$ cat src/hw/rtl/sbpf_pkg.sv
// shared types and constants of the servo bus packet framer
package sbpf_pkg;

  localparam int unsigned MAX_ENTRIES = 32;
  localparam int unsigned BODY_MAX    = 8;
  localparam int unsigned QUEUE_DEPTH = 2;

  localparam logic [7:0] HDR_BYTE      = 8'hFF;
  localparam logic [7:0] BCAST_ID      = 8'hFE;
  localparam logic [7:0] INS_PING      = 8'h01;
  localparam logic [7:0] INS_READ      = 8'h02;
  localparam logic [7:0] INS_WRITE     = 8'h03;
  localparam logic [7:0] INS_REGWRITE  = 8'h04;
  localparam logic [7:0] INS_ACTION    = 8'h05;
  localparam logic [7:0] INS_FRESET    = 8'h06;
  localparam logic [7:0] INS_REBOOT    = 8'h08;
  localparam logic [7:0] INS_SYNC      = 8'h83;
  localparam logic [7:0] INS_BULK      = 8'h92;
  localparam logic [7:0] LEN_SHORT     = 8'h02;
  localparam logic [7:0] LEN_READ      = 8'h04;
  localparam logic [7:0] LEN_WRITE     = 8'h05;
  localparam logic [7:0] SYNC_LEN_BASE = 8'h04;
  localparam logic [7:0] BULK_LEN_BASE = 8'h03;
  localparam logic [7:0] BULK_PAD      = 8'h00;
  localparam logic [2:0] SYNC_SIZE_MAX = 3'd4;

  typedef enum logic [3:0] {
    OP_PING        = 4'd0,
    OP_READ        = 4'd1,
    OP_WRITE       = 4'd2,
    OP_REGWRITE    = 4'd3,
    OP_ACTION      = 4'd4,
    OP_FRESET      = 4'd5,
    OP_REBOOT      = 4'd6,
    OP_SYNC_START  = 4'd7,
    OP_SYNC_ENTRY  = 4'd8,
    OP_BULK_START  = 4'd9,
    OP_BULK_ENTRY  = 4'd10
  } op_t;

  typedef enum logic [1:0] {
    GRP_NONE = 2'd0,
    GRP_SYNC = 2'd1,
    GRP_BULK = 2'd2
  } grp_t;

  // one queued job: byte list plus how to finish it
  typedef struct packed {
    logic                      err;     // single error result
    logic                      clr;     // restart the running checksum
    logic                      chk;     // append checksum after the bytes
    logic                      hdr;     // first two bytes are header, not summed
    logic [3:0]                nbytes;  // bytes in the list
    logic [BODY_MAX-1:0][7:0]  bytes;
  } desc_t;

endpackage

$ cat src/hw/rtl/sbpf_front.sv
// front end: takes command transfers, tracks open groups, builds byte jobs
module sbpf_front
  import sbpf_pkg::*;
(
  input  logic        clk,
  input  logic        rst,
  input  logic        cmd_valid,
  output logic        cmd_stall,
  input  logic [3:0]  op,
  input  logic [7:0]  servo_id,
  input  logic [7:0]  reg_address,
  input  logic [31:0] value,
  input  logic [7:0]  length,
  input  logic [7:0]  entry_count,
  input  logic        q_full,
  output logic        push,
  output desc_t       push_desc
);

  grp_t       group_mode, group_mode_next;
  logic [7:0] entries_left, entries_left_next;
  logic [2:0] sync_data_size, sync_data_size_next;

  logic [7:0]  left_dec;
  logic [7:0]  sync_prod;
  logic [7:0]  sync_len;
  logic [7:0]  bulk_len;
  logic        cnt_bad;
  logic        size_bad;
  logic [7:0]  short_ins;

  assign cmd_stall = q_full;
  assign push      = cmd_valid && !q_full;

  assign left_dec  = entries_left - 8'd1;
  assign sync_prod = entry_count * (8'(length[2:0]) + 8'd1);
  assign sync_len  = SYNC_LEN_BASE + sync_prod;
  assign bulk_len  = BULK_LEN_BASE + entry_count + {entry_count[6:0], 1'b0};
  assign cnt_bad   = (entry_count == 8'd0) || (entry_count > 8'(MAX_ENTRIES));
  assign size_bad  = (length == 8'd0) || (length > 8'(SYNC_SIZE_MAX));

  always_comb begin
    unique case (op)
      OP_PING:   short_ins = INS_PING;
      OP_ACTION: short_ins = INS_ACTION;
      OP_FRESET: short_ins = INS_FRESET;
      default:   short_ins = INS_REBOOT;
    endcase
  end

  always_comb begin
    push_desc           = '0;
    group_mode_next     = group_mode;
    entries_left_next   = entries_left;
    sync_data_size_next = sync_data_size;

    // any defined command but an entry abandons an open group
    if (op != OP_SYNC_ENTRY && op != OP_BULK_ENTRY && op <= OP_BULK_ENTRY) begin
      group_mode_next     = GRP_NONE;
      entries_left_next   = 8'd0;
      sync_data_size_next = 3'd0;
      push_desc.clr       = 1'b1;
    end

    unique case (op)
      OP_PING, OP_ACTION, OP_FRESET, OP_REBOOT: begin
        push_desc.hdr      = 1'b1;
        push_desc.chk      = 1'b1;
        push_desc.nbytes   = 4'd5;
        push_desc.bytes[0] = HDR_BYTE;
        push_desc.bytes[1] = HDR_BYTE;
        push_desc.bytes[2] = servo_id;
        push_desc.bytes[3] = LEN_SHORT;
        push_desc.bytes[4] = short_ins;
      end
      OP_READ: begin
        push_desc.hdr      = 1'b1;
        push_desc.chk      = 1'b1;
        push_desc.nbytes   = 4'd7;
        push_desc.bytes[0] = HDR_BYTE;
        push_desc.bytes[1] = HDR_BYTE;
        push_desc.bytes[2] = servo_id;
        push_desc.bytes[3] = LEN_READ;
        push_desc.bytes[4] = INS_READ;
        push_desc.bytes[5] = reg_address;
        push_desc.bytes[6] = length;
      end
      OP_WRITE, OP_REGWRITE: begin
        push_desc.hdr      = 1'b1;
        push_desc.chk      = 1'b1;
        push_desc.nbytes   = 4'd8;
        push_desc.bytes[0] = HDR_BYTE;
        push_desc.bytes[1] = HDR_BYTE;
        push_desc.bytes[2] = servo_id;
        push_desc.bytes[3] = LEN_WRITE;
        push_desc.bytes[4] = (op == OP_WRITE) ? INS_WRITE : INS_REGWRITE;
        push_desc.bytes[5] = reg_address;
        push_desc.bytes[6] = value[7:0];
        push_desc.bytes[7] = value[15:8];
      end
      OP_SYNC_START: begin
        if (cnt_bad || size_bad) begin
          push_desc.err = 1'b1;
        end else begin
          push_desc.hdr       = 1'b1;
          push_desc.nbytes    = 4'd7;
          push_desc.bytes[0]  = HDR_BYTE;
          push_desc.bytes[1]  = HDR_BYTE;
          push_desc.bytes[2]  = BCAST_ID;
          push_desc.bytes[3]  = sync_len;
          push_desc.bytes[4]  = INS_SYNC;
          push_desc.bytes[5]  = reg_address;
          push_desc.bytes[6]  = length;
          group_mode_next     = GRP_SYNC;
          entries_left_next   = entry_count;
          sync_data_size_next = length[2:0];
        end
      end
      OP_BULK_START: begin
        if (cnt_bad) begin
          push_desc.err = 1'b1;
        end else begin
          push_desc.hdr      = 1'b1;
          push_desc.nbytes   = 4'd6;
          push_desc.bytes[0] = HDR_BYTE;
          push_desc.bytes[1] = HDR_BYTE;
          push_desc.bytes[2] = BCAST_ID;
          push_desc.bytes[3] = bulk_len;
          push_desc.bytes[4] = INS_BULK;
          push_desc.bytes[5] = BULK_PAD;
          group_mode_next    = GRP_BULK;
          entries_left_next  = entry_count;
        end
      end
      OP_SYNC_ENTRY, OP_BULK_ENTRY: begin
        if ((op == OP_SYNC_ENTRY && group_mode != GRP_SYNC) ||
            (op == OP_BULK_ENTRY && group_mode != GRP_BULK) ||
            entries_left == 8'd0) begin
          push_desc.err = 1'b1;
        end else begin
          if (op == OP_SYNC_ENTRY) begin
            push_desc.nbytes   = 4'({1'b0, sync_data_size}) + 4'd1;
            push_desc.bytes[0] = servo_id;
            push_desc.bytes[1] = value[7:0];
            push_desc.bytes[2] = value[15:8];
            push_desc.bytes[3] = value[23:16];
            push_desc.bytes[4] = value[31:24];
          end else begin
            push_desc.nbytes   = 4'd3;
            push_desc.bytes[0] = length;
            push_desc.bytes[1] = servo_id;
            push_desc.bytes[2] = reg_address;
          end
          entries_left_next = left_dec;
          // final entry closes the packet
          if (left_dec == 8'd0) begin
            push_desc.chk       = 1'b1;
            group_mode_next     = GRP_NONE;
            sync_data_size_next = 3'd0;
          end
        end
      end
      default: begin
        push_desc.err = 1'b1;
      end
    endcase
  end

  always_ff @(posedge clk) begin
    if (rst) begin
      group_mode     <= GRP_NONE;
      entries_left   <= 8'd0;
      sync_data_size <= 3'd0;
    end else if (push) begin
      group_mode     <= group_mode_next;
      entries_left   <= entries_left_next;
      sync_data_size <= sync_data_size_next;
    end
  end

endmodule

$ cat src/hw/rtl/sbpf_queue.sv
// short job queue between the front and back ends
module sbpf_queue
  import sbpf_pkg::*;
(
  input  logic  clk,
  input  logic  rst,
  input  logic  push,
  input  desc_t push_desc,
  output logic  q_full,
  output logic  q_valid,
  output desc_t q_head,
  input  logic  pop
);

  localparam int unsigned PtrW = (QUEUE_DEPTH > 1) ? $clog2(QUEUE_DEPTH) : 1;
  localparam int unsigned CntW = $clog2(QUEUE_DEPTH + 1);

  desc_t            slots [QUEUE_DEPTH];
  logic [PtrW-1:0]  wr_ptr, rd_ptr;
  logic [CntW-1:0]  fill;

  assign q_full  = (fill == CntW'(QUEUE_DEPTH));
  assign q_valid = (fill != '0);
  assign q_head  = slots[rd_ptr];

  always_ff @(posedge clk) begin
    if (push) begin
      slots[wr_ptr] <= push_desc;
    end
  end

  always_ff @(posedge clk) begin
    if (rst) begin
      wr_ptr <= '0;
      rd_ptr <= '0;
      fill   <= '0;
    end else begin
      if (push) begin
        wr_ptr <= (wr_ptr == PtrW'(QUEUE_DEPTH - 1)) ? '0 : wr_ptr + PtrW'(1);
      end
      if (pop) begin
        rd_ptr <= (rd_ptr == PtrW'(QUEUE_DEPTH - 1)) ? '0 : rd_ptr + PtrW'(1);
      end
      if (push && !pop) begin
        fill <= fill + CntW'(1);
      end else if (pop && !push) begin
        fill <= fill - CntW'(1);
      end
    end
  end

endmodule

$ cat src/hw/rtl/sbpf_back.sv
// back end: plays out queued jobs one byte per cycle unless rsp_stall holds the output, and keeps the checksum
module sbpf_back
  import sbpf_pkg::*;
(
  input  logic       clk,
  input  logic       rst,
  input  logic       q_valid,
  input  desc_t      q_head,
  output logic       pop,
  output logic       rsp_valid,
  input  logic       rsp_stall,
  output logic [7:0] out_byte,
  output logic       run_last,
  output logic       packet_end,
  output logic       error
);

  desc_t      cur;
  logic       busy, busy_next;
  logic [3:0] idx, idx_next;
  logic [7:0] sum, sum_next;

  logic       advance;
  logic       emit;
  logic       in_body;
  logic       summed;
  logic [7:0] byte_sel;
  logic [7:0] sum_emit;
  logic [7:0] e_byte;
  logic       e_last;
  logic       e_end;
  logic       e_err;

  assign advance  = !rsp_valid || !rsp_stall;
  assign emit     = busy && advance;
  assign in_body  = idx < cur.nbytes;
  assign summed   = !cur.hdr || (idx[3:1] != 3'd0);
  assign byte_sel = cur.bytes[idx[2:0]];

  always_comb begin
    e_byte   = 8'd0;
    e_last   = 1'b1;
    e_end    = 1'b0;
    e_err    = 1'b0;
    sum_emit = sum;
    if (cur.err) begin
      e_err = 1'b1;
    end else if (in_body) begin
      e_byte   = byte_sel;
      e_last   = (idx == cur.nbytes - 4'd1) && !cur.chk;
      sum_emit = summed ? sum + byte_sel : sum;
    end else begin
      e_byte   = ~sum;
      e_end    = 1'b1;
      sum_emit = 8'd0;
    end
  end

  assign pop = q_valid && (!busy || (emit && e_last));

  always_comb begin
    busy_next = busy;
    idx_next  = idx;
    sum_next  = emit ? sum_emit : sum;
    if (pop) begin
      busy_next = 1'b1;
      idx_next  = 4'd0;
      if (q_head.clr) begin
        sum_next = 8'd0;
      end
    end else if (emit) begin
      busy_next = !e_last;
      idx_next  = idx + 4'd1;
    end
  end

  always_ff @(posedge clk) begin
    if (rst) begin
      busy      <= 1'b0;
      idx       <= 4'd0;
      sum       <= 8'd0;
      rsp_valid <= 1'b0;
    end else begin
      busy <= busy_next;
      idx  <= idx_next;
      sum  <= sum_next;
      if (advance) begin
        rsp_valid <= busy;
      end
    end
  end

  always_ff @(posedge clk) begin
    if (pop) begin
      cur <= q_head;
    end
    if (emit) begin
      out_byte   <= e_byte;
      run_last   <= e_last;
      packet_end <= e_end;
      error      <= e_err;
    end
  end

endmodule

$ cat src/hw/rtl/servo_bus_packet_framer_core.sv
// top level of the servo bus instruction packet framer
// a command is written into the job queue, loaded as the back end's current job, then its first byte is registered out
// throughput: one result byte per cycle while rsp_stall is low; how long an item holds the output
//   is set by its byte count, since the back end plays out one byte per cycle
// a 2-entry job queue lets the next command transfer while bytes still drain
// reset (rst, synchronous) closes any open group, zeroes the checksum, empties the queue
module servo_bus_packet_framer_core
  import sbpf_pkg::*;
(
  input  logic        clk,
  input  logic        rst,
  // command channel
  input  logic        cmd_valid,
  output logic        cmd_stall,
  input  logic [3:0]  op,
  input  logic [7:0]  servo_id,
  input  logic [7:0]  reg_address,
  input  logic [31:0] value,
  input  logic [7:0]  length,
  input  logic [7:0]  entry_count,
  // packet byte channel
  output logic        rsp_valid,
  input  logic        rsp_stall,
  output logic [7:0]  out_byte,
  output logic        run_last,
  output logic        packet_end,
  output logic        error
);

  // front to queue
  logic  push;
  desc_t push_desc;
  logic  q_full;

  // queue to back
  logic  q_valid;
  desc_t q_head;
  logic  pop;

  // front end decodes the command, owns group state, and forms a byte job
  sbpf_front u_front (
    .clk         (clk),
    .rst         (rst),
    .cmd_valid   (cmd_valid),
    .cmd_stall   (cmd_stall),
    .op          (op),
    .servo_id    (servo_id),
    .reg_address (reg_address),
    .value       (value),
    .length      (length),
    .entry_count (entry_count),
    .q_full      (q_full),
    .push        (push),
    .push_desc   (push_desc)
  );

  // jobs wait here so a stalled byte stream does not block command transfers
  sbpf_queue u_queue (
    .clk       (clk),
    .rst       (rst),
    .push      (push),
    .push_desc (push_desc),
    .q_full    (q_full),
    .q_valid   (q_valid),
    .q_head    (q_head),
    .pop       (pop)
  );

  // back end serializes jobs; running checksum spans the entries of a group
  sbpf_back u_back (
    .clk        (clk),
    .rst        (rst),
    .q_valid    (q_valid),
    .q_head     (q_head),
    .pop        (pop),
    .rsp_valid  (rsp_valid),
    .rsp_stall  (rsp_stall),
    .out_byte   (out_byte),
    .run_last   (run_last),
    .packet_end (packet_end),
    .error      (error)
  );

endmodule

$ cat config.mk
export PLATFORM = sky130hd
export DESIGN_NAME = servo_bus_packet_framer_core
export DESIGN_NICKNAME = d
export VERILOG_FILES = /design/src/hw/rtl/sbpf_pkg.sv /design/src/hw/rtl/sbpf_front.sv /design/src/hw/rtl/sbpf_queue.sv /design/src/hw/rtl/sbpf_back.sv /design/src/hw/rtl/servo_bus_packet_framer_core.sv
export SDC_FILE = /design/constraint.sdc
export NUM_CORES = 1
export LEC_CHECK = 0
export BUFFER_PORTS_ARGS = -buffer_cell sky130_fd_sc_hd__buf_2
export CORE_UTILIZATION = 61
export DETAILED_ROUTE_END_ITERATION = 8
export PLACE_DENSITY = 0.8
export SLEW_MARGIN = 20
export SYNTH_ARGS = -nofsm -noshare
export SYNTH_HDL_FRONTEND = slang
export SYNTH_SLANG_ARGS = --single-unit
$ cat constraint.sdc
create_clock -name clk -period 5.1 [get_ports clk]
set_clock_uncertainty 0.05 [all_clocks]
set_input_delay 0.51 -clock clk [delete_from_list [all_inputs] [get_ports clk]]
set_output_delay 0.51 -clock clk [all_outputs]
set_load 0.005 [all_outputs]
== Yosys cells after proc, flatten, opt, wreduce, memory -nomap -nowiden ==
Memories as Yosys holds them, arrays and structs flattened. A register that Yosys moved wholly into a read port is not among the register bits.
Cells that the tools add are included.
W data, S select, Z words.

* Add/sub/neg operators: 13
* Multiply operators: 1
* Order comparisons: 5
* Equal/unequal tests: 16
* Muxes and demuxes: 64
* Bitwise logic cells: 1
* Reduce and logical (&&, ||, !) cells: 43

{| class="wikitable"
|+ Operators by type and width
! operator !! number
|-
| $pmux W40 S6 || 1
|-
| $mux W8 || 13
|-
| $mux W40 || 2
|-
| $pmux W8 S3 || 3
|-
| $mux W56 || 1
|-
| $logic_not A8 Y1 || 4
|-
| $bmux W8 S3 || 1
|-
| $mux W24 || 1
|-
| $pmux W4 S6 || 1
|-
| $mux W1 || 18
|-
| $add A8 B8 Y8 || 2
|-
| $eq A4 B3 Y1 const B || 4
|-
| $mux W16 || 1
|-
| $mux W3 || 5
|-
| $mux W2 || 7
|-
| $eq A4 B4 Y1 const B || 3
|-
| $pmux W4 S3 || 1
|-
| $logic_and A1 B1 Y1 || 11
|-
| $mux W5 || 2
|-
| $logic_not A1 Y1 || 9
|-
| $add A2 B8 Y8 const A || 1
|-
| $add A3 B1 Y4 const B || 2
|-
| $add A3 B8 Y8 const A || 1
|-
| $eq A4 B2 Y1 const B || 2
|-
| other kinds (33) || 47
|}

* Register bits: 113
* RAM bits: 144
* Output and inout port bits: 13
* Logic and storage cells: 170
* Memories: 1

{| class="wikitable"
|+ Memories
! memory !! depth !! bits a word !! read ports !! clocked after memory_dff !! write ports !! RTL line !! RTL
|-
| u_queue.slots || 2 || 72 || 1 || 1 || 1 || sbpf_queue.sv:18 || <nowiki>desc_t slots [QUEUE_DEPTH];</nowiki>
|}

== Longest topological paths before layout ==
Gate-level depths: netlist of the first run.

* Word-level depth: 11
* Mapped depth: 15
* Mapped depth without buffers: 14

== Hierarchy ==
Synthesis of the first run repeated with hierarchy kept, for this count alone.

* Cell total of the unflattened synthesis: 922
* Area total of the unflattened synthesis: 12714.7 um^2

{| class="wikitable"
|+ By module, submodules not included
! module !! instances !! cells an instance !! area each (um^2) !! seq. area each (um^2)
|-
| sbpf_queue || 1 || 246 || 5431.5 || 4424.2
|-
| sbpf_back || 1 || 244 || 4117.7 || 2742.6
|-
| sbpf_front || 1 || 432 || 3165.5 || 260.2
|}

== Worst setup path after synthesis of the first run ==
OpenSTA, ideal clock, no wires.

* Kind: flip-flop to flip-flop
* From: register u_queue.fill[0]
* To: memory u_queue.slots[0][0] (netlist name) (enable)
* Library setup time: 0.504 ns
* Arrival time: 3.717 ns
* Required time: 4.546 ns
* Slack: 0.829 ns
* Stages on the path, launching flop included: 4
* Cell sequence: dfxtp_1 > nand2b_1 > nand2_1 > nor2_1

* Word-level cells in the longest chain between the ends: 5

{| class="wikitable"
|+ Ends and longest elaborated chain
! what !! RTL line !! RTL
|-
| start, declared || sbpf_queue.sv:20 || <nowiki>logic [CntW-1:0] fill;</nowiki>
|-
| start signal, assigned || sbpf_queue.sv:45 || <nowiki>fill <= fill + CntW'(1);</nowiki>
|-
| start signal, assigned || sbpf_queue.sv:47 || <nowiki>fill <= fill - CntW'(1);</nowiki>
|-
| $eq A2 B2 Y1 || sbpf_queue.sv:22 || <nowiki>assign q_full = (fill == CntW'(QUEUE_DEPTH));</nowiki>
|-
| $logic_not A1 Y1 || sbpf_front.sv:33 || <nowiki>assign push = cmd_valid && !q_full;</nowiki>
|-
| $logic_and A1 B1 Y1 || sbpf_front.sv:33 ||
|-
| $mux W1 || sbpf_queue.sv:27 || <nowiki>if (push) begin</nowiki>
|-
| $mux W1 (implied by the code) || sbpf_queue.sv:28 || <nowiki>slots[wr_ptr] <= push_desc;</nowiki>
|-
| end, declared || sbpf_queue.sv:18 ||
|}

Every way passes these cells.

==> results of run 1 <==
report_power, final:
group | total [mW] | switching (mW) | internal (mW)
Combinational | 1.72 | 0.990 | 0.728
Sequential | 3.25 | 0.225 | 3.03
Clock | 1.79 | 0.771 | 1.02
per-layer routing:
layer,routed length (um),GRT usage [%],part of all wire (%),up-vias
li1,-,-,-,3604
met1,11500,37.6,41,3940
met2,13600,46.5,48,319
met3,2180,4.71,7.8,50
met4,811,9.47,2.9,0
met5,0,0,0,-
critical path, cell delays in order:
cell	delay (ns)
buf_2	0.19
ha_1	0.20
xor2_1	0.40
nand2_1	0.14
fa_1	0.52
inv_1	0.06
fa_1	0.47
ha_1	0.30
ha_1	0.23
fa_1	0.40
a21o_1	0.20
a21oi_1	0.18
xnor2_1	0.15
xnor2_1	0.13
o221ai_1	0.14
cells by family (layout without fill, tap and decap cells):
| kind of cell | after synthesis | after routing |
|---|---|---|
| XOR/XNOR | 42 | 42 |
| multiplexers | 126 | 126 |
| adder cells (fa/ha/maj) | 58 | 58 |
| flip-flops | 258 | 258 |
| AND/OR/NAND/NOR | 189 | 189 |
| buffers and inverters | 86 | 191 |
| AO/OA/AOI/OAI | 154 | 154 |
layout make-up:
type | count | area [sq um]
Sequential cell | 258 | 7430
Fill cell | 1262 | 5760
Multi-Input combinational cell | 569 | 4710
Clock buffer | 35 | 706
Timing Repair Buffer | 97 | 518
Tap cell | 265 | 332
Inverter | 47 | 176
Clock inverter | 12 | 92.6
layout by cell type, fill, tap and decap left out, types with 13 or more instances in the layout:
master,n
xor2_1,16
nor2_1,49
and2_1,13
clkbuf_16,27
edfxtp_1,226
dfxtp_1,31
a21oi_1,32
nand2_1,50
buf_2,84
o21ai_0,43
buf_4,13
mux4_2,16
inv_1,47
and3_1,13
xnor2_1,26
mux2i_1,31
ha_1,46
mux2_2,79
metrics by stage:
step | util (%) | cell area, sq um | total power, mW | instances | hold WS [ns]
floorplan | - | 12400 | 4.46 | 913 | 0.407
global placement | 66.7 | 13200 | 4.95 | 1236 | 0.426
detailed placement | 66.7 | 13200 | 5.00 | 1236 | 0.436
CTS | 70.8 | 14000 | 6.79 | 1283 | 0.267
global route | 70.8 | 14000 | 7.06 | 1283 | 0.285
finish | 70.8 | 14000 | 6.76 | 1283 | 0.278
flip-flops by register name, summed over array words and instances, names as in the netlist, named ones only:
register,cells
u_queue.rd_ptr,1
u_queue.wr_ptr,1
u_back.out_byte,8
u_queue.slots,144
u_back.busy,1
u_back.cur,71
u_queue.fill,2
u_back.run_last,1
u_back.packet_end,1
u_front.group_mode,2
u_back.idx,4
u_front.sync_data_size,3
u_back.sum,8
u_back.error,1
u_back.rsp_valid,1
u_front.entries_left,8
Yosys cell counts (2+ instances only):
master,number
a21o_1,5
nand3_1,12
a31oi_1,5
a41oi_1,2
o22ai_1,4
dfxtp_1,32
o2bb2ai_1,7
nor2b_1,12
nand3b_1,2
clkbuf_1,20
fa_1,11
nand4_1,3
nor2_1,51
a211o_1,3
a22oi_1,9
nor3_1,13
inv_1,47
o32ai_1,2
and2_1,13
mux2i_1,31
nand2_1,50
o21a_1,2
buf_2,9
nand2b_1,4
a221o_1,2
a32oi_1,4
or2_2,3
mux4_2,16
edfxtp_1,226
a22o_1,7
mux2_2,79
buf_1,9
o21bai_1,4
ha_1,46
xnor2_1,26
a21oi_1,32
o21ai_0,43
a211oi_1,3
a21bo_1,2
o211ai_1,9
and3_1,13
or3_1,3
xor2_1,16
worst paths after layout:
| kind | startpoint | to | depth (start not counted) |
|---|---|---|---|
| setup / recovery | length[0] | u_queue.slots[1][31] | 15 |
| hold / removal | value[28] | u_queue.slots[0][36] | 3 |
| hold reg to reg | u_front.entries_left[6] | u_front.entries_left[6] | 1 |
| setup reg to reg | u_back.idx[0] | u_back.sum[6] | 10 |
==> impl_metrics.tcl, run 1 <==
set metrics [dict create \
    outcome "complete, no violations" \
    ir_drop_mv 0.335 \
    clk_pin_slew_ns 0.06 \
    grt_pass1_vias 7774 \
    drive_gt1_share_pct 23.6 \
    period_needed_ns 4.03 \
    ys_types 64 \
    firstDrtPassIters 5 \
    r2r_slack_ns 1.40 \
    cts_hold_buf 0 \
    synth_edf_count 226 \
    synth_compound_area_share_pct 8.24 \
    synth_top_family_by_area "multiplexers" \
    avgSynthCellArea_sq_um 13.6 \
    vias_per_cell 6.17 \
    io_pins 85 \
    cts_root_buf "clkbuf_16" \
    diodes 0 \
    power_density_nw_per_um2 485 \
    min_path_type "primary input to register" \
    tritoncts "built" \
    overflow 0 \
    ys_seq_elements 258 \
    crit_required_ns 5.29 \
    netlist_area_sq_um 12400 \
    cts_htree_levels 1 \
    cts_max_path_buffers 3 \
    crit_path_start_kind "primary input" \
    cts-resized-gates 0 \
    pre_cts_slack_ns 0.547 \
    ant_nets 0 \
    fin_crit_sh_pct 79.1 \
    synth_top_cell_area_share_pct 54.5 \
    max_freq_mhz 248 \
    synthCells 913 \
    syn_nets 1042 \
    muxShareOfSynthArea_pct 12.5 \
    rsz0062_at_grt "false" \
    synth_xor_area_share_pct 2.95 \
    syn_to_final_growth_pct 12.1 \
    synth_area_leaders "edfxtp_1 55%, mux2_2 7.1%, dfxtp_1 5.1%" \
    grt_max_degree 47 \
    end_kind "register" \
    worstPathArrival_ns 4.22 \
    die_w_um 145 \
    slew_headroom_pct 28.1 \
    maxSlewViolCount 0 \
    clock_sink_count 258 \
    yosysWarnings 0 \
    clock_latency_ns 0.52 \
    die_h_um 145 \
    core_sq_um 19700 \
    cts_buffers 26 \
    grt_use_total_pct 28.0 \
    dp_hpwl_um 19400 \
    nNetsFinal 1128 \
    die_area_sq_um 21000 \
    synthSimpleGateAreaFrac_pct 7.40 \
    drc 0 \
    cap_violations 0 \
    antenna_found_initial 0 \
    setup_slack_ns 1.07 \
    hold_violations 0 \
    ys_seq_area_share_pct 59.7 \
    wire_per_inst_um 21.9 \
    fin_tns_setup_ns 0 \
    path_max_fanout 10 \
    drt_iter0_drc 726 \
    synth_async_sr_flop_share_pct 0 \
    worst_pin_slew_ns 1.08 \
    synth_top_area_cell "edfxtp_1" \
    grt_pass1_wl_um 43100 \
    setup_violations 0 \
    synthFlopType "edfxtp_1" \
    cts_setup_buffers 0 \
    num_vias 7913 \
    leakage_nw 5.23 \
    initial_core_util_pct 63.1 \
    criticalPathCategory "primary input to register" \
    port_buffers 84 \
    yosys.area_share.adder_pct 6.47 \
    place.gp.congestion 0.922 \
    drt_wl_total_um 28100 \
    fp-row-count 51 \
]
(Power assumes the default switching activity.)
==> run 2: changes to the inputs <==
--- a/config.mk
+++ b/config.mk
@@ -5,10 +5,11 @@
 export SDC_FILE = /design/constraint.sdc
 export NUM_CORES = 1
 export LEC_CHECK = 0
+export ABC_AREA = 1
 export BUFFER_PORTS_ARGS = -buffer_cell sky130_fd_sc_hd__buf_2
-export CORE_UTILIZATION = 61
+export CORE_UTILIZATION = 55
 export DETAILED_ROUTE_END_ITERATION = 8
-export PLACE_DENSITY = 0.8
+export PLACE_DENSITY = 0.76
 export SLEW_MARGIN = 20
 export SYNTH_ARGS = -nofsm -noshare
 export SYNTH_HDL_FRONTEND = slang
==> constraint.sdc (replaced) <==
create_clock -name clk -period 3.55 [get_ports clk]
set_clock_uncertainty 0.05 [all_clocks]
set_input_delay 0.355 -clock clk [delete_from_list [all_inputs] [get_ports clk]]
set_output_delay 0.355 -clock clk [all_outputs]
set_load 0.005 [all_outputs]
==> impl_metrics.tcl, run 2 <==
set metrics [dict create \
    instances_no_fill 1637 \
    crit_top_cell "nand2_1" \
    end_kind "register" \
    worst_pin_slew_ns 0.740 \
    synth_top_cell_area_share_pct 52.9 \
    min_path_type "primary input to register" \
    critPathTopFamily "adder cells" \
    overflow 0 \
    hold_violations 0 \
    initial_core_util_pct 56.3 \
    outcome "complete, no violations" \
    grt_use_total_pct 26.6 \
    avgSynthCellArea_sq_um 10.8 \
    criticalPathCategory "primary input to register" \
    die_w_um 155 \
    slew_headroom_pct 50.6 \
    crit_path_start_kind "primary input" \
    setup_slack_ns 0.230 \
    synthFlopType "edfxtp_1" \
    path_depth 19 \
    cts_root_buf "clkbuf_16" \
    drt_iter0_drc 768 \
    synth_common_cells "226 x edfxtp_1, 170 x nand2_1, 136 x inv_1" \
    cts_hold_buf 0 \
    core_sq_um 22800 \
    fp-row-count 55 \
    largest-register "u_queue.slots" \
    synth_async_sr_flop_share_pct 0 \
    grt_pass1_vias 8997 \
    fin_crit_sh_pct 93.5 \
    fin_util_pct 65.0 \
    vias_per_cell 5.65 \
    ys_seq_elements 258 \
    die_h_um 155 \
    dpl_cell_area_sq_um 13900 \
    antenna_found_initial 2 \
    clock_sink_count 258 \
    ys_types 50 \
    path_max_fanout 4 \
    dp_hpwl_um 22500 \
    max_freq_mhz 301 \
    syn_nets 1318 \
    cts_max_path_buffers 3 \
    ant_nets 0 \
    leakage_nw 6.01 \
    yosysWarnings 0 \
    firstDrtPassIters 5 \
    p_total_mw 10.9 \
    grt_pass1_wl_um 48200 \
    final_common_cell "edfxtp_1" \
    crit_required_ns 3.76 \
    setup_violations 0 \
    maxSlewViolCount 0 \
    cts_buffers 27 \
    cts_htree_levels 1 \
    num_vias 9257 \
    min_path_cells 3 \
    synthCells 1189 \
    pre_cts_slack_ns -0.306 \
    power_density_nw_per_um2 738 \
    grt_max_degree 69 \
    synth_most_common_cell "edfxtp_1" \
    multi_input_comb_area_sq_um 4740 \
    die_area_sq_um 23900 \
    final_cell_mix "226 x edfxtp_1, 169 x nand2_1, 134 x inv_1" \
    cts_setup_buffers 0 \
    tritoncts "built" \
    cap_violations 0 \
    place.gp.congestion 0.917 \
    worstPathArrival_ns 3.53 \
    drive_gt1_share_pct 21.6 \
    period_needed_ns 3.32 \
    dp_cells 1587 \
    cts-resized-gates 0 \
    cpMaxStageDelayCell "fa_1" \
    fin_tns_setup_ns 0 \
    wire_per_inst_um 18.9 \
    drt_wl_total_um 31000 \
    timing.hold.ws_ns 0.126 \
    synth_top_area_cell "edfxtp_1" \
    synth_area_leaders "edfxtp_1 53%, mux2_2 6.3%, dfxtp_1 5.0%" \
    port_buffers 84 \
    drc 0 \
    fin_area_sq_um 14800 \
    ys_seq_area_share_pct 57.9 \
    cp_num_buf_inv 3 \
    nFillCells 1698 \
    top_regs "u_queue.slots x144, u_back.cur x71" \
    rsz0062_at_grt "false" \
    netlist_area_sq_um 12800 \
    final-seq-area_sq_um 7430 \
    ir_drop_mv 0.389 \
    io_pins 85 \
    nNetsFinal 1432 \
    slowest_delay_ns 0.41 \
    synth_edf_count 226 \
    clock_latency_ns 0.52 \
    clk_pin_slew_ns 0.06 \
    cp_cell_sequence "buf_2 -> ha_4 -> or2_4 -> nand2_4 -> inv_2 -> nand2_1 -> fa_1 -> inv_1 -> fa_1 -> ha_1 -> ha_2 -> fa_2 -> nand2_1 -> nand2_1 -> a21oi_2 -> xor2_1 -> nand2_1 -> nand3_1 -> nand3_1" \
    largest_register_ffs 144 \
    reg2reg_depth 13 \
    syn_to_final_growth_pct 15.3 \
]
-- run 2: cell count changes after synthesis, moves of 22 or more --
| cell | previous run | this run |
|---|---|---|
| xnor2_1 | 26 | 4 |
| o21ai_0 | 43 | 108 |
| inv_1 | 47 | 136 |
| nor2_1 | 51 | 125 |
| nand3_1 | 12 | 46 |
| mux2i_1 | 31 | 0 |
| nand2_1 | 50 | 170 |
| o22ai_1 | 4 | 29 |
-- run 2: logic make-up (layout without fill, tap and decap cells) --
group	after synthesis	in the layout	share of synthesized area (%)
AO/OA/AOI/OAI	224	224	10.1
XOR/XNOR	20	20	1.37
adder cells (fa/ha/maj)	57	57	6.20
buffers and inverters	183	317	5.61
flip-flops	258	258	57.9
multiplexers	72	72	6.32
other	0	1	0
AND/OR/NAND/NOR	375	375	12.6
-- run 2: worst paths after layout --
path,start,end,slack (ns)
setup / recovery,length[0],u_queue.slots[0][31],0.23
hold / removal,rsp_stall,u_back.rsp_valid,0.13
setup reg to reg,u_back.idx[1],u_back.cur[68],0.36
hold reg to reg,u_queue.rd_ptr,u_queue.rd_ptr,0.45
-- run 2: layout make-up --
cell class	count	area share [%]
Sequential cell	258	50.2
Multi-Input combinational cell	748	32.0
Inverter	146	3.75
Tap cell	313	2.65
Timing Repair Buffer	122	5.19
Antenna cell	1	0.0169
Clock buffer	31	4.87
Clock inverter	18	1.29
-- run 2: worst reg2reg max path, delay by kind of cell (launching register included) --
kind,cells,cell delay (ns)
compound gates,1,0.17
fa+ha+maj,1,0.25
buf+inv,4,1.12
flops,1,0.37
simple gates,7,0.97
-- run 2: layer usage --
layer	track usage [%]	wire length [um]
met3	3.61	2100
met5	0	8
met4	12.2	1340
met2	43.7	14700
met1	35.2	12800
-- run 2: power by group --
part	switching, mW	total [mW]	internal [mW]
combinational	2.06	3.31	1.24
sequential	0.305	4.73	4.43
clock	1.14	2.88	1.74
==> run 3: changes to the inputs <==
--- a/config.mk
+++ b/config.mk
@@ -7,9 +7,11 @@
 export LEC_CHECK = 0
 export ABC_AREA = 1
 export BUFFER_PORTS_ARGS = -buffer_cell sky130_fd_sc_hd__buf_2
-export CORE_UTILIZATION = 55
+export CELL_PAD_IN_SITES_DETAIL_PLACEMENT = 0
+export CELL_PAD_IN_SITES_GLOBAL_PLACEMENT = 1
+export CORE_UTILIZATION = 44
 export DETAILED_ROUTE_END_ITERATION = 8
-export PLACE_DENSITY = 0.76
+export PLACE_DENSITY_LB_ADDON = 0.1
 export SLEW_MARGIN = 20
 export SYNTH_ARGS = -nofsm -noshare
 export SYNTH_HDL_FRONTEND = slang
==> constraint.sdc (replaced) <==
create_clock -name clk -period 2.9 [get_ports clk]
set_clock_uncertainty 0.05 [all_clocks]
set_input_delay 0.29 -clock clk [delete_from_list [all_inputs] [get_ports clk]]
set_output_delay 0.29 -clock clk [all_outputs]
set_load 0.005 [all_outputs]
==> impl_metrics.tcl, run 3 (same netlist as run 2, synthesis figures left out) <==
set metrics [dict create \
    die_area_sq_um 29800 \
    die_h_um 173 \
    maxSlewViolCount 0 \
    power_density_nw_per_um2 895 \
    clock_sink_count 258 \
    top_regs "u_queue.slots x144, u_back.cur x71" \
    largest_register_ffs 144 \
    fin_area_sq_um 15600 \
    worst_pin_slew_ns 0.786 \
    grt_max_degree 46 \
    fin_util_pct 54.2 \
    max_freq_mhz 319 \
    clk_pin_slew_ns 0.06 \
    drc 0 \
    timing.hold.ws_ns 0.0142 \
    drt_wl_total_um 33000 \
    setup_slack_ns -0.234 \
    cts_buffers 28 \
    tritoncts "built" \
    nFillCells 2608 \
    crit_required_ns 3.13 \
    initial_core_util_pct 44.7 \
    diodes 0 \
    num_vias 9036 \
    cts_max_path_buffers 3 \
    failed_checks "negative setup slack" \
    fp-row-count 62 \
    period_needed_ns 3.13 \
    worstPathArrival_ns 3.36 \
    criticalPathCategory "primary input to register" \
    dp_hpwl_um 23600 \
    nNetsFinal 1478 \
    firstDrtPassIters 5 \
    cap_violations 0 \
    final_cell_mix "226 x edfxtp_1, 163 x nand2_1, 131 x inv_1" \
    crit_path_start_kind "primary input" \
    grt_pass1_wl_um 50600 \
    end_kind "register" \
    antenna_found_initial 0 \
    slew_headroom_pct 47.5 \
    overflow 0 \
    drive_gt1_share_pct 26.5 \
    dpl_cell_area_sq_um 14300 \
    min_path_type "primary input to register" \
    grt_pass1_vias 9003 \
    leakage_nw 6.30 \
    port_buffers 84 \
    io_pins 85 \
    r2r_slack_ns 0.18 \
    clock_latency_ns 0.54 \
    core_sq_um 28700 \
    path_max_fanout 4 \
    vias_per_cell 5.15 \
    final_common_cell "edfxtp_1" \
    ir_drop_mv 0.519 \
    fin_tns_setup_ns -0.700 \
    largest-register "u_queue.slots" \
    drt_iter0_drc 538 \
    setup_violations 6 \
    outcome "finished with violations" \
    ant_nets 0 \
    hold_violations 0 \
    die_w_um 173 \
    rsz0062_at_grt "true" \
    fin_crit_sh_pct 108 \
    syn_to_final_growth_pct 21.3 \
    wire_per_inst_um 18.8 \
    place.gp.congestion 0.845 \
    cts_root_buf "clkbuf_16" \
    grt_use_total_pct 22.1 \
    pre_cts_slack_ns -0.923 \
    cts_htree_levels 1 \
]
-- run 3: metal layers --
metal	wire length [um]	up-vias	GRT usage [%]
li1	-	4454	-
met1	14900	4337	29.2
met2	16000	198	38.1
met3	1400	47	3.12
met4	707	0	6.19
met5	0	-	0
-- run 3: through the flow --
step | std cells | total power, mW
floorplan | 1189 | 8.50
global placement | 1695 | 10.0
detailed placement | 1695 | 10.1
CTS | 1750 | 13.9
global route | 1754 | 14.7
finish | 1754 | 13.9
-- run 3: repair_timing --
| item | 4_1_cts | 5_1_grt |
|---|---|---|
| hold buffers | 1 | 0 |
| endpoints found under the setup margin | 7 | 10 |
| resized for setup | 14 | 31 |
| setup buffers | 3 | 4 |
| cloned | 0 | 0 |
| pin swaps | 13 | 6 |
| endpoints found under the hold margin | 1 | 0 |
-- run 3: layout make-up --
class	count	area (sq um)	share of cell area, %
Sequential cell	258	7440	47.8
Multi-Input combinational cell	748	4920	31.6
Timing Repair Buffer	167	1190	7.67
Clock buffer	34	744	4.78
Inverter	146	557	3.58
Tap cell	384	480	3.09
Clock inverter	17	240	1.54
-- run 3: worst max-delay path: stages --
cell,delay (ns)
buf_12,0.11
ha_4,0.15
or2_4,0.23
nand2_4,0.07
buf_6,0.09
buf_6,0.08
nor2_2,0.03
fa_1,0.47
fa_1,0.57
ha_4,0.22
fa_2,0.37
nand2_2,0.09
nand2_2,0.05
a21oi_2,0.13
xor2_1,0.19
nand2_1,0.07
nand3_1,0.08
nand3_2,0.07
-- run 3: path summary, 6_finish.rpt --
| check | start | to | cells past startpoint |
|---|---|---|---|
| setup / recovery | length[1] | u_queue.slots[0][31] | 18 |
| hold / removal | rst | u_front.sync_data_size[1] | 2 |
| setup reg to reg | u_back.idx[0] | u_back.sum[7] | 15 |
| hold reg to reg | u_back.rsp_valid | u_back.rsp_valid | 2 |
-- run 3: where the power goes --
group | switching, mW | total (mW) | internal, mW | leakage (nW)
combinational | 2.50 | 4.30 | 1.81 | 3.40
clock | 1.41 | 3.76 | 2.35 | 0.478
sequential | 0.442 | 5.87 | 5.42 | 2.42
total | 4.35 | 13.9 | 9.58 | 6.30
